==> src/design/contiguous_block_allocator_defines.svh <==
// Assertion macros shared by the allocator design files.
`ifndef CONTIGUOUS_BLOCK_ALLOCATOR_DEFINES_SVH
`define CONTIGUOUS_BLOCK_ALLOCATOR_DEFINES_SVH
`ifndef SYNTH
`define CBA_ASSERT(lbl, clk, rst_n, prop) \
  lbl: assert property (@(posedge clk) disable iff (!rst_n) (prop)) \
    else $error("allocator assertion failed");
`define CBA_ASSERT_NEVER(lbl, clk, rst_n, prop) \
  `CBA_ASSERT(lbl, clk, rst_n, !(prop))
`else
`define CBA_ASSERT(lbl, clk, rst_n, prop)
`define CBA_ASSERT_NEVER(lbl, clk, rst_n, prop)
`endif
`endif

==> src/design/cba_pkg.sv <==
// Types and constants of the contiguous block allocator.
package cba_pkg;

  localparam int MaxBlocks = 1024;
  localparam int AddrW     = 10;
  localparam int LenW      = 11;
  localparam logic [LenW-1:0] LimitReset = LenW'(16);

  typedef enum logic [1:0] {
    OP_FIND  = 2'd0,
    OP_CHECK = 2'd1,
    OP_SET   = 2'd2
  } op_e;

  typedef struct packed {
    logic [1:0]       operation;
    logic [AddrW-1:0] first_block;
    logic [LenW-1:0]  run_length;
    logic             mark_value;
  } alloc_req_t;

  typedef struct packed {
    logic             status;
    logic [AddrW-1:0] found_start;
    logic             range_free;
  } alloc_rsp_t;

  typedef struct packed {
    logic             en;
    logic [AddrW-1:0] addr;
    logic             data;
  } map_wr_t;

endpackage

==> src/design/cba_usage_map.sv <==
// Usage mark store: one bit per block, cleared to free by a sweep after reset.
module cba_usage_map (
  input  logic                      clk_i,
  input  logic                      rst_ni,
  input  cba_pkg::map_wr_t          wr_i,
  input  logic [cba_pkg::AddrW-1:0] rd_addr_i,
  output logic                      rd_data_o,
  output logic                      clr_busy_o
);

  logic                     mem [cba_pkg::MaxBlocks];
  logic [cba_pkg::AddrW:0]  clr_q;
  logic [cba_pkg::AddrW:0]  clr_d;
  logic                     rd_data_q;

  assign clr_busy_o = ~clr_q[cba_pkg::AddrW];
  assign clr_d      = clr_busy_o ? clr_q + 1'b1 : clr_q;
  assign rd_data_o  = rd_data_q;

  always_ff @(posedge clk_i or negedge rst_ni) begin
    if (!rst_ni) begin
      clr_q <= '0;
    end else begin
      clr_q <= clr_d;
    end
  end

  always_ff @(posedge clk_i) begin
    if (clr_busy_o) begin
      mem[clr_q[cba_pkg::AddrW-1:0]] <= 1'b0;
    end else if (wr_i.en) begin
      mem[wr_i.addr] <= wr_i.data;
    end
    rd_data_q <= mem[rd_addr_i];
  end

endmodule

==> src/design/contiguous_block_allocator.sv <==
// Top level of the first-fit contiguous block allocator.
// After reset the usage map is swept to free, one block a cycle, so the block
// takes no item until the sweep is done (configuration writes are taken).
// A set item writes its mark in the dispatch state. A find or check walks the
// map one block per cycle through its single read port: a find up to the
// effective block limit, a check up to its run length.
// One item is worked at a time; a finished result waits in the output register.
`include "contiguous_block_allocator_defines.svh"
module contiguous_block_allocator (
  input  logic                     clk_i,
  input  logic                     rst_ni,
  input  logic                     cfg_we_i,
  input  logic [cba_pkg::LenW-1:0] cfg_wdata_i,
  input  logic                     in_valid_i,
  output logic                     in_ready_o,
  input  cba_pkg::alloc_req_t      in_req_i,
  output logic                     out_valid_o,
  input  logic                     out_ready_i,
  output cba_pkg::alloc_rsp_t      out_rsp_o
);

  typedef enum logic [4:0] {
    ST_CLEAR    = 5'b00001,
    ST_IDLE     = 5'b00010,
    ST_DISPATCH = 5'b00100,
    ST_SCAN     = 5'b01000,
    ST_FINISH   = 5'b10000
  } state_e;

  state_e                     state_q, state_d;
  cba_pkg::alloc_req_t        req_q, req_d;
  cba_pkg::alloc_rsp_t        res_q, res_d;
  cba_pkg::alloc_rsp_t        out_q, out_d;
  logic                       out_valid_q, out_valid_d;
  logic [cba_pkg::LenW-1:0]   lim_q, lim_d;
  logic [cba_pkg::LenW-1:0]   ptr_q, ptr_d;
  logic [cba_pkg::LenW-1:0]   cnt_q, cnt_d;
  logic [cba_pkg::LenW-1:0]   base_q, base_d;
  logic [cba_pkg::LenW-1:0]   eff_lim;
  logic [cba_pkg::LenW-1:0]   ptr_inc;
  logic [cba_pkg::LenW-1:0]   cnt_inc;
  logic [cba_pkg::LenW-1:0]   run_new;
  logic [cba_pkg::LenW-1:0]   base_new;
  logic [cba_pkg::AddrW-1:0]  rd_addr;
  logic                       rd_data;
  logic                       clr_busy;
  logic                       out_load;
  cba_pkg::map_wr_t           map_wr;

  cba_usage_map u_map (
    .clk_i      (clk_i),
    .rst_ni     (rst_ni),
    .wr_i       (map_wr),
    .rd_addr_i  (rd_addr),
    .rd_data_o  (rd_data),
    .clr_busy_o (clr_busy)
  );

  assign eff_lim  = (lim_q > cba_pkg::LenW'(cba_pkg::MaxBlocks)) ?
                    cba_pkg::LenW'(cba_pkg::MaxBlocks) : lim_q;
  assign ptr_inc  = ptr_q + 1'b1;
  assign cnt_inc  = cnt_q + 1'b1;
  assign run_new  = rd_data ? '0 : cnt_inc;
  assign base_new = rd_data ? ptr_inc : base_q;

  assign in_ready_o  = (state_q == ST_IDLE);
  assign out_valid_o = out_valid_q;
  assign out_rsp_o   = out_q;
  assign lim_d       = cfg_we_i ? cfg_wdata_i : lim_q;

  assign out_load    = (state_q == ST_FINISH) && (!out_valid_q || out_ready_i);
  assign out_valid_d = out_load ? 1'b1 : (out_ready_i ? 1'b0 : out_valid_q);
  assign out_d       = out_load ? res_q : out_q;

  always_comb begin
    state_d     = state_q;
    req_d       = req_q;
    res_d       = res_q;
    ptr_d       = ptr_q;
    cnt_d       = cnt_q;
    base_d      = base_q;
    rd_addr     = ptr_inc[cba_pkg::AddrW-1:0];
    map_wr.en   = 1'b0;
    map_wr.addr = req_q.first_block;
    map_wr.data = req_q.mark_value;
    case (state_q)
      ST_CLEAR: begin
        if (!clr_busy) begin
          state_d = ST_IDLE;
        end
      end
      ST_IDLE: begin
        if (in_valid_i) begin
          req_d   = in_req_i;
          state_d = ST_DISPATCH;
        end
      end
      ST_DISPATCH: begin
        res_d   = '0;
        ptr_d   = '0;
        cnt_d   = '0;
        base_d  = '0;
        state_d = ST_FINISH;
        case (req_q.operation)
          cba_pkg::OP_FIND: begin
            rd_addr = '0;
            if (req_q.run_length == '0) begin
              res_d.status = 1'b0;
            end else if (eff_lim == '0) begin
              res_d.status = 1'b1;
            end else begin
              state_d = ST_SCAN;
            end
          end
          cba_pkg::OP_CHECK: begin
            rd_addr = req_q.first_block;
            ptr_d   = {1'b0, req_q.first_block};
            if (req_q.run_length == '0) begin
              res_d.range_free = 1'b1;
            end else if ({1'b0, req_q.first_block} >= eff_lim) begin
              res_d.range_free = 1'b0;
            end else begin
              state_d = ST_SCAN;
            end
          end
          cba_pkg::OP_SET: begin
            map_wr.en = 1'b1;
          end
          default: begin
            res_d.status = 1'b1;
          end
        endcase
      end
      ST_SCAN: begin
        if (req_q.operation == cba_pkg::OP_FIND) begin
          if ((ptr_inc >= eff_lim) || (run_new == req_q.run_length)) begin
            state_d = ST_FINISH;
            if (run_new == req_q.run_length) begin
              res_d.found_start = base_new[cba_pkg::AddrW-1:0];
            end else begin
              res_d.status = 1'b1;
            end
          end else begin
            ptr_d  = ptr_inc;
            cnt_d  = run_new;
            base_d = base_new;
          end
        end else begin
          if (rd_data) begin
            state_d = ST_FINISH;
          end else if (cnt_inc == req_q.run_length) begin
            res_d.range_free = 1'b1;
            state_d          = ST_FINISH;
          end else if (ptr_inc >= eff_lim) begin
            state_d = ST_FINISH;
          end else begin
            ptr_d = ptr_inc;
            cnt_d = cnt_inc;
          end
        end
      end
      ST_FINISH: begin
        if (out_load) begin
          state_d = ST_IDLE;
        end
      end
      default: begin
        state_d = ST_CLEAR;
      end
    endcase
  end

  always_ff @(posedge clk_i or negedge rst_ni) begin
    if (!rst_ni) begin
      state_q     <= ST_CLEAR;
      out_valid_q <= 1'b0;
      lim_q       <= cba_pkg::LimitReset;
    end else begin
      state_q     <= state_d;
      out_valid_q <= out_valid_d;
      lim_q       <= lim_d;
    end
  end

  always_ff @(posedge clk_i) begin
    req_q  <= req_d;
    res_q  <= res_d;
    out_q  <= out_d;
    ptr_q  <= ptr_d;
    cnt_q  <= cnt_d;
    base_q <= base_d;
  end

  `CBA_ASSERT(a_state_onehot, clk_i, rst_ni, $onehot(state_q))
  `CBA_ASSERT(a_scan_in_map, clk_i, rst_ni, (state_q == ST_SCAN) |-> (ptr_q[cba_pkg::AddrW] == 1'b0))
  `CBA_ASSERT(a_scan_short, clk_i, rst_ni, (state_q == ST_SCAN) |-> (cnt_q < req_q.run_length))
  `CBA_ASSERT_NEVER(a_ready_clearing, clk_i, rst_ni, in_ready_o && clr_busy)
  `CBA_ASSERT(a_finish_hold, clk_i, rst_ni, (state_q == ST_FINISH && out_valid_q && !out_ready_i) |=> (state_q == ST_FINISH))

endmodule
==> config.mk <==
export PLATFORM = sky130hd
export DESIGN_NAME = contiguous_block_allocator
export DESIGN_NICKNAME = d
export VERILOG_FILES = /design/src/design/cba_pkg.sv /design/src/design/cba_usage_map.sv /design/src/design/contiguous_block_allocator.sv
export VERILOG_INCLUDE_DIRS = /design/src /design/src/design
export SDC_FILE = /design/constraint.sdc
export NUM_CORES = 2
export LEC_CHECK = 0
export BUFFER_PORTS_ARGS = -buffer_cell sky130_fd_sc_hd__buf_2
export CORE_ASPECT_RATIO = 1.4
export CORE_MARGIN = 2
export CORE_UTILIZATION = 25
export DETAILED_ROUTE_END_ITERATION = 16
export PLACE_DENSITY = 0.43
export SYNTH_ARGS = -nofsm -noshare
export SYNTH_HDL_FRONTEND = slang
export SYNTH_SLANG_ARGS = --single-unit
==> constraint.sdc <==
create_clock -name clk_i -period 21.7 [get_ports clk_i]
set_input_delay 3.255 -clock clk_i [delete_from_list [all_inputs] [get_ports clk_i]]
set_output_delay 3.255 -clock clk_i [all_outputs]
set_load 0.05 [all_outputs]
Word-level counts from Yosys, hierarchy flattened
Memory sizes are Yosys's and may differ from the RTL's. A register that Yosys moved wholly into a read port is not among the register bits.
Index checks and enable logic that the tools add are counted.
Cells by class
  muxes and demuxes: 60
  equal/unequal tests: 26
  add/sub/neg operators: 3
  reduce and logical (&&, ||, !) cells: 18
  $lt $le $gt $ge: 3
Operator list (number)
  2-to-1 mux 11 bit: 15
  2-to-1 mux 10 bit: 7
  2-to-1 mux 5 bit: 12
  case mux 11 bit (2 select lines): 2
  case mux 10 bit (2 select lines): 2
  adder 11 x 1 -> 11 bit, second input constant: 3
  case mux 5 bit (5 select lines): 1
  case mux 12 bit (2 select lines): 1
  equality test 11 bit: 2
  zero test 11 bit: 2
  inequality test 2 bit, second input constant: 10
  2-to-1 mux 1 bit: 18
  inequality test 3 bit, second input constant: 5
  AND reduction 4 bit: 3
  greater-or-equal comparator 10 x 11 -> 1 bit: 1
  greater-or-equal comparator 11 bit: 1
  greater-than comparator 11 bit, second input constant: 1
  case mux 5 bit (2 select lines): 1
  AND reduction 5 bit: 2
  equality test 5 x 1 -> 1 bit, second input constant: 1
  equality test 5 x 2 -> 1 bit, second input constant: 1
  equality test 5 x 3 -> 1 bit, second input constant: 1
  equality test 5 x 4 -> 1 bit, second input constant: 1
  equality test 5 bit, second input constant: 1
  14 further kinds: 16
Storage, ports and cells
  RAM bits: 1024
  output and inout bits: 14
  flip-flop bits (word level): 108
  memories kept: 1
  word-level logic and storage cells: 129
Memory list
  u_map.mem: words 1024, bits a word 1, read ports 1, clocked after Yosys merged registers in 1, write ports 1, RTL line cba_usage_map.sv:11  | logic mem [cba_pkg::MaxBlocks];

Depth between registers and ports, before layout
  depth in word-level cells: 8
  depth in mapped cells: 19
  gate-level depth less buffers: 13

Modules after synthesis
A second synthesis with hierarchy kept.
Unflattened totals
  cell total of the unflattened synthesis: 3595
  area total of the unflattened synthesis: 50339.5 sq um
By module, submodules not included
  cba_usage_map: seq. area each 31044.8 sq um, instances 1, cells an instance 3152, area each 45228.4 sq um
  contiguous_block_allocator: seq. area each 2830.2 sq um, instances 1, cells an instance 443, area each 5111.2 sq um

Least setup slack after synthesis
No wires, ideal clock.
  path kind: register -> register
  from: reg state_q[4]
  to: mem u_map.mem[0] (data pin)
  clock period less this slack: 17.447 ns
  data required time: 18.807 ns
  slack: 4.253 ns
  data arrival time: 14.554 ns
  cell stages (with the launch flop): 8
  cell sequence: dfrtp_1 > or3_1 > buf_6 > nor2_1 > nand2_1 > nor2_1 > buf_2 > and2_1
On the way
  word-level cells in the longest chain between the ends: 7
RTL lines
  start, declared: RTL line contiguous_block_allocator.sv:30  | state_e state_q, state_d;
  start signal, assigned: RTL line contiguous_block_allocator.sv:179  | state_q <= state_d;
  equality test 5 x 3 -> 1 bit: RTL line contiguous_block_allocator.sv:86  | case (state_q)
  2-to-1 mux 1 bit: RTL line contiguous_block_allocator.sv:86
  2-to-1 mux 1 bit: RTL line cba_usage_map.sv:31  | end else if (wr_i.en) begin
  2-to-1 mux 1 bit: RTL line cba_usage_map.sv:29  | if (clr_busy_o) begin
  2-to-1 mux 1 bit (not written as such): RTL line cba_usage_map.sv:32  | mem[wr_i.addr] <= wr_i.data;
  OR reduction 1 bit (no source line)
  2-to-1 mux 1 bit (no source line)
  end, declared: RTL line cba_usage_map.sv:11
Every way passes these cells.

Final worst setup path
  from: reg state_q[4]
  to: mem u_map.mem[211] (data pin)
The elaborated chain is that of the path after synthesis.

==> impl_metrics.json <==
{
  "synth_area_mm2": 0.0511,
  "avgSynthCellArea_um2": 11.2,
  "synth.area.top_cells": "edfxtp_1, nor2_1, nand2_1",
  "post-route-util_pct": 28.3,
  "max_stage_delay_ns": 0.86,
  "dr.first_iter.drc_count": 3513,
  "drc": 0,
  "arrival_ns": 6.66,
  "slew-limit-headroom_pct": 13.0,
  "finalHoldViolations": 0,
  "synth.distinct_cells": 93,
  "dieHeight_um": 539,
  "fin_crit_sh_pct": 28.9,
  "crit_required_ns": 22.09,
  "ff2ff_setup_slack_ns": 15.43,
  "fmax_mhz": 160,
  "first_global_vias": 36100,
  "first_pass_iters": 5,
  "grtUsageMet1_pct": 22.4,
  "ir_drop_uv": 68.8,
  "dpl.hpwl_um": 106000,
  "numPortBuffers": 53,
  "grt_usage_pct": 18.2,
  "vias_per_cell": 5.08,
  "post-place-ws_ns": 15.69,
  "grt_max_degree": 251,
  "grt_pass1_wl_um": 274000,
  "crit_end": "u_map.mem[211]$_DFFE_PP_",
  "hold_ws_ns": 0.419,
  "tritoncts": "built",
  "grtUsageMet3_pct": 1.99,
  "synth-seq-cells": 1133,
  "num_vias": 36600,
  "hp-class": "reg -> reg",
  "routabilityCongestion": 0.831,
  "htreeDepth": 3,
  "reg2reg_depth": 8,
  "slew_violations": 0,
  "ys_seq_area_share_pct": 66.2,
  "cts_buffers": 110,
  "wl_per_cell_um": 26.8,
  "power_mw": 4.25,
  "fin_setup_tns_ns": 0,
  "fin_crit_ns": 6.27,
  "initial_core_util_pct": 25.1,
  "core_area_mm2": 0.204,
  "rows": 196,
  "grt-busiest-layer": "met2",
  "worstPathCellList": "or3_1 > nor2_1 > nand2_1 > nor2_1 > and2_4 > buf_12 > buf_12 > buf_4",
  "path_class": "reg -> reg",
  "tightest_slew_ns": 1.30,
  "syn_nets": 4648,
  "async_reset_ff_share_pct": 2.47,
  "maxCapViolations": 0,
  "antenna_found_initial": 5,
  "wl_um": 193000,
  "gr-usage-met2_pct": 32.0,
  "postLayoutSetupSlackWorst_ns": 15.43,
  "drive_above_1_share_pct": 8.86,
  "reg2reg_to": "u_map.mem[211]$_DFFE_PP_",
  "end_kind": "flop",
  "cts-resized-gates": 0,
  "timing.rr.start": "state_q[4]$_DFFE_PN0P_",
  "ys.flop_type": "edfxtp_1",
  "critPathTopFamily": "simple AND/OR/NAND/NOR gates",
  "ios": 54,
  "nets": 4515,
  "netlist.area_leader.share_pct": 64.8,
  "cts_num_sinks": 1133,
  "syn_inst": 4581,
  "yosys_warnings": 0,
  "synth_edf_count": 1104,
  "p_per_area_mw_per_mm2": 73.8,
  "status": "complete, no violations",
  "postCtsSetupBuffers": 0,
  "critPathLaunchType": "flop",
  "clk_pin_slew_ns": 0.06,
  "detail-route-antenna-nets": 0,
  "root_buffer": "clkbuf_16",
  "synth_area_leader_cell": "edfxtp_1",
  "critPathSlowestCell": "buf_4",
  "cp.depth": 8,
  "ctsHoldBuffers": 0,
  "syn_to_final_growth_pct": 12.7,
  "die-area_mm2": 0.208,
  "grt_overflow": 0,
  "power.leakage_nw": 16.6,
  "crit_start": "state_q[4]$_DFFE_PN0P_",
  "clock_path_buffers": 3,
  "clkLatencyLatePin_ns": 0.75,
  "grt_setup_unrepaired": "false",
  "path_buf_inv": 3,
  "setup_viol": 0,
  "skew_ns": 0.0381,
  "cp_max_fo": 250,
  "die_x_um": 386
}
[stage by stage]
stage / cell area (um2) / std cells
2_1_floorplan: 51100 / 4581
3_3_place_gp: 54300 / 7009
6_report: 57700 / 7214
4_1_cts: 57600 / 7210
3_5_place_dp: 54300 / 7009
5_1_grt: 57600 / 7211
[worst min-delay path by stage]
| stage | from | end | slack, ns | cells past startpoint |
|---|---|---|---|---|
| 2_1_floorplan | res_q[0]$_SDFFCE_PP1P_ | out_rsp_o[0]$_DFFE_PP_ | 0.40 | 0 |
| 3_3_place_gp | res_q[1]$_SDFFCE_PN0P_ | out_rsp_o[1]$_DFFE_PP_ | 0.41 | 0 |
| 3_5_place_dp | res_q[4]$_SDFFCE_PN0P_ | out_rsp_o[4]$_DFFE_PP_ | 0.40 | 0 |
| 4_1_cts | res_q[5]$_SDFFCE_PN0P_ | out_rsp_o[5]$_DFFE_PP_ | 0.42 | 0 |
| 5_1_grt | res_q[4]$_SDFFCE_PN0P_ | out_rsp_o[4]$_DFFE_PP_ | 0.44 | 0 |
| 6_report | res_q[2]$_SDFFCE_PN0P_ | out_rsp_o[2]$_DFFE_PP_ | 0.42 | 0 |
[flip-flops by register name, indices dropped and copies added (netlist names), 5 cells and up]
| register | count |
|---|---|
| state_q | 5 |
| u_map.clr_q | 11 |
| lim_q | 11 |
| out_rsp_o | 12 |
| cnt_q | 11 |
| u_map.mem | 1024 |
| ptr_q | 11 |
| req_q | 13 |
| map_wr | 11 |
| res_q | 12 |
| base_q | 10 |
[cells by family (layout without fill, tap and decap cells)]
kind of cell	Yosys count	count (layout)	synth area share [%]
multiplexers	107	107	2.19
XOR/XNOR	27	27	0.462
other	0	4	0
adder cells (fa/ha/maj)	27	27	0.661
AO/OA/AOI/OAI	677	677	9.33
AND/OR/NAND/NOR	2172	2172	17.6
buffers and inverters	438	394	3.57
flip-flops	1133	1133	66.2
[layout make-up]
| class | instances | area (um2) |
|---|---|---|
| Clock buffer | 151 | 2990 |
| Inverter | 41 | 154 |
| Sequential cell | 1133 | 33900 |
| Antenna cell | 4 | 10.0 |
| Multi-Input combinational cell | 3010 | 15800 |
| Fill cell | 21300 | 146000 |
| Clock inverter | 50 | 398 |
| Timing Repair Buffer | 152 | 1070 |
| Tap cell | 2673 | 3340 |
[layer usage]
metal  part of all wire [%]  vias up
met3                    4.7      312
met2                     50     1107
met1                     40    19100
met4                    4.8        0
met5                      0        -
li1                       -    16100
[power breakdown]
| part | internal (mW) | switching (mW) | leakage [nW] |
|---|---|---|---|
| logic | 0.00890 | 0.0104 | 6.90 |
| clock network | 1.00 | 0.867 | 1.64 |
| registers | 2.37 | 0.00169 | 8.10 |
[layout by cell type, fill, tap and decap left out, types with 27 or more instances in the layout]
cell	count
nand4_1	36
buf_4	94
o21ai_0	93
clkbuf_1	35
a311oi_1	30
mux2i_1	85
clkbuf_16	112
ha_1	27
nor2_1	1126
a31oi_1	100
edfxtp_1	1104
inv_1	41
and3_1	76
a211oi_1	72
a21oi_1	111
buf_2	53
a32oi_1	40
nand2_1	634
nand3_1	160
[cells in the mapped netlist (26+ instances only)]
library cell / n
a21oi_1: 111
nand4_1: 36
buf_2: 99
clkbuf_1: 251
a311oi_1: 30
edfxtp_1: 1104
a31oi_1: 101
mux2i_1: 85
o21ai_0: 95
ha_1: 27
a211oi_1: 73
a32oi_1: 40
buf_1: 37
nand3_1: 177
nor2_1: 1128
inv_1: 41
o211ai_1: 26
nand2_1: 651
and3_1: 76
dfrtp_1: 26
Note: power is estimated with default switching activity, not from simulation.
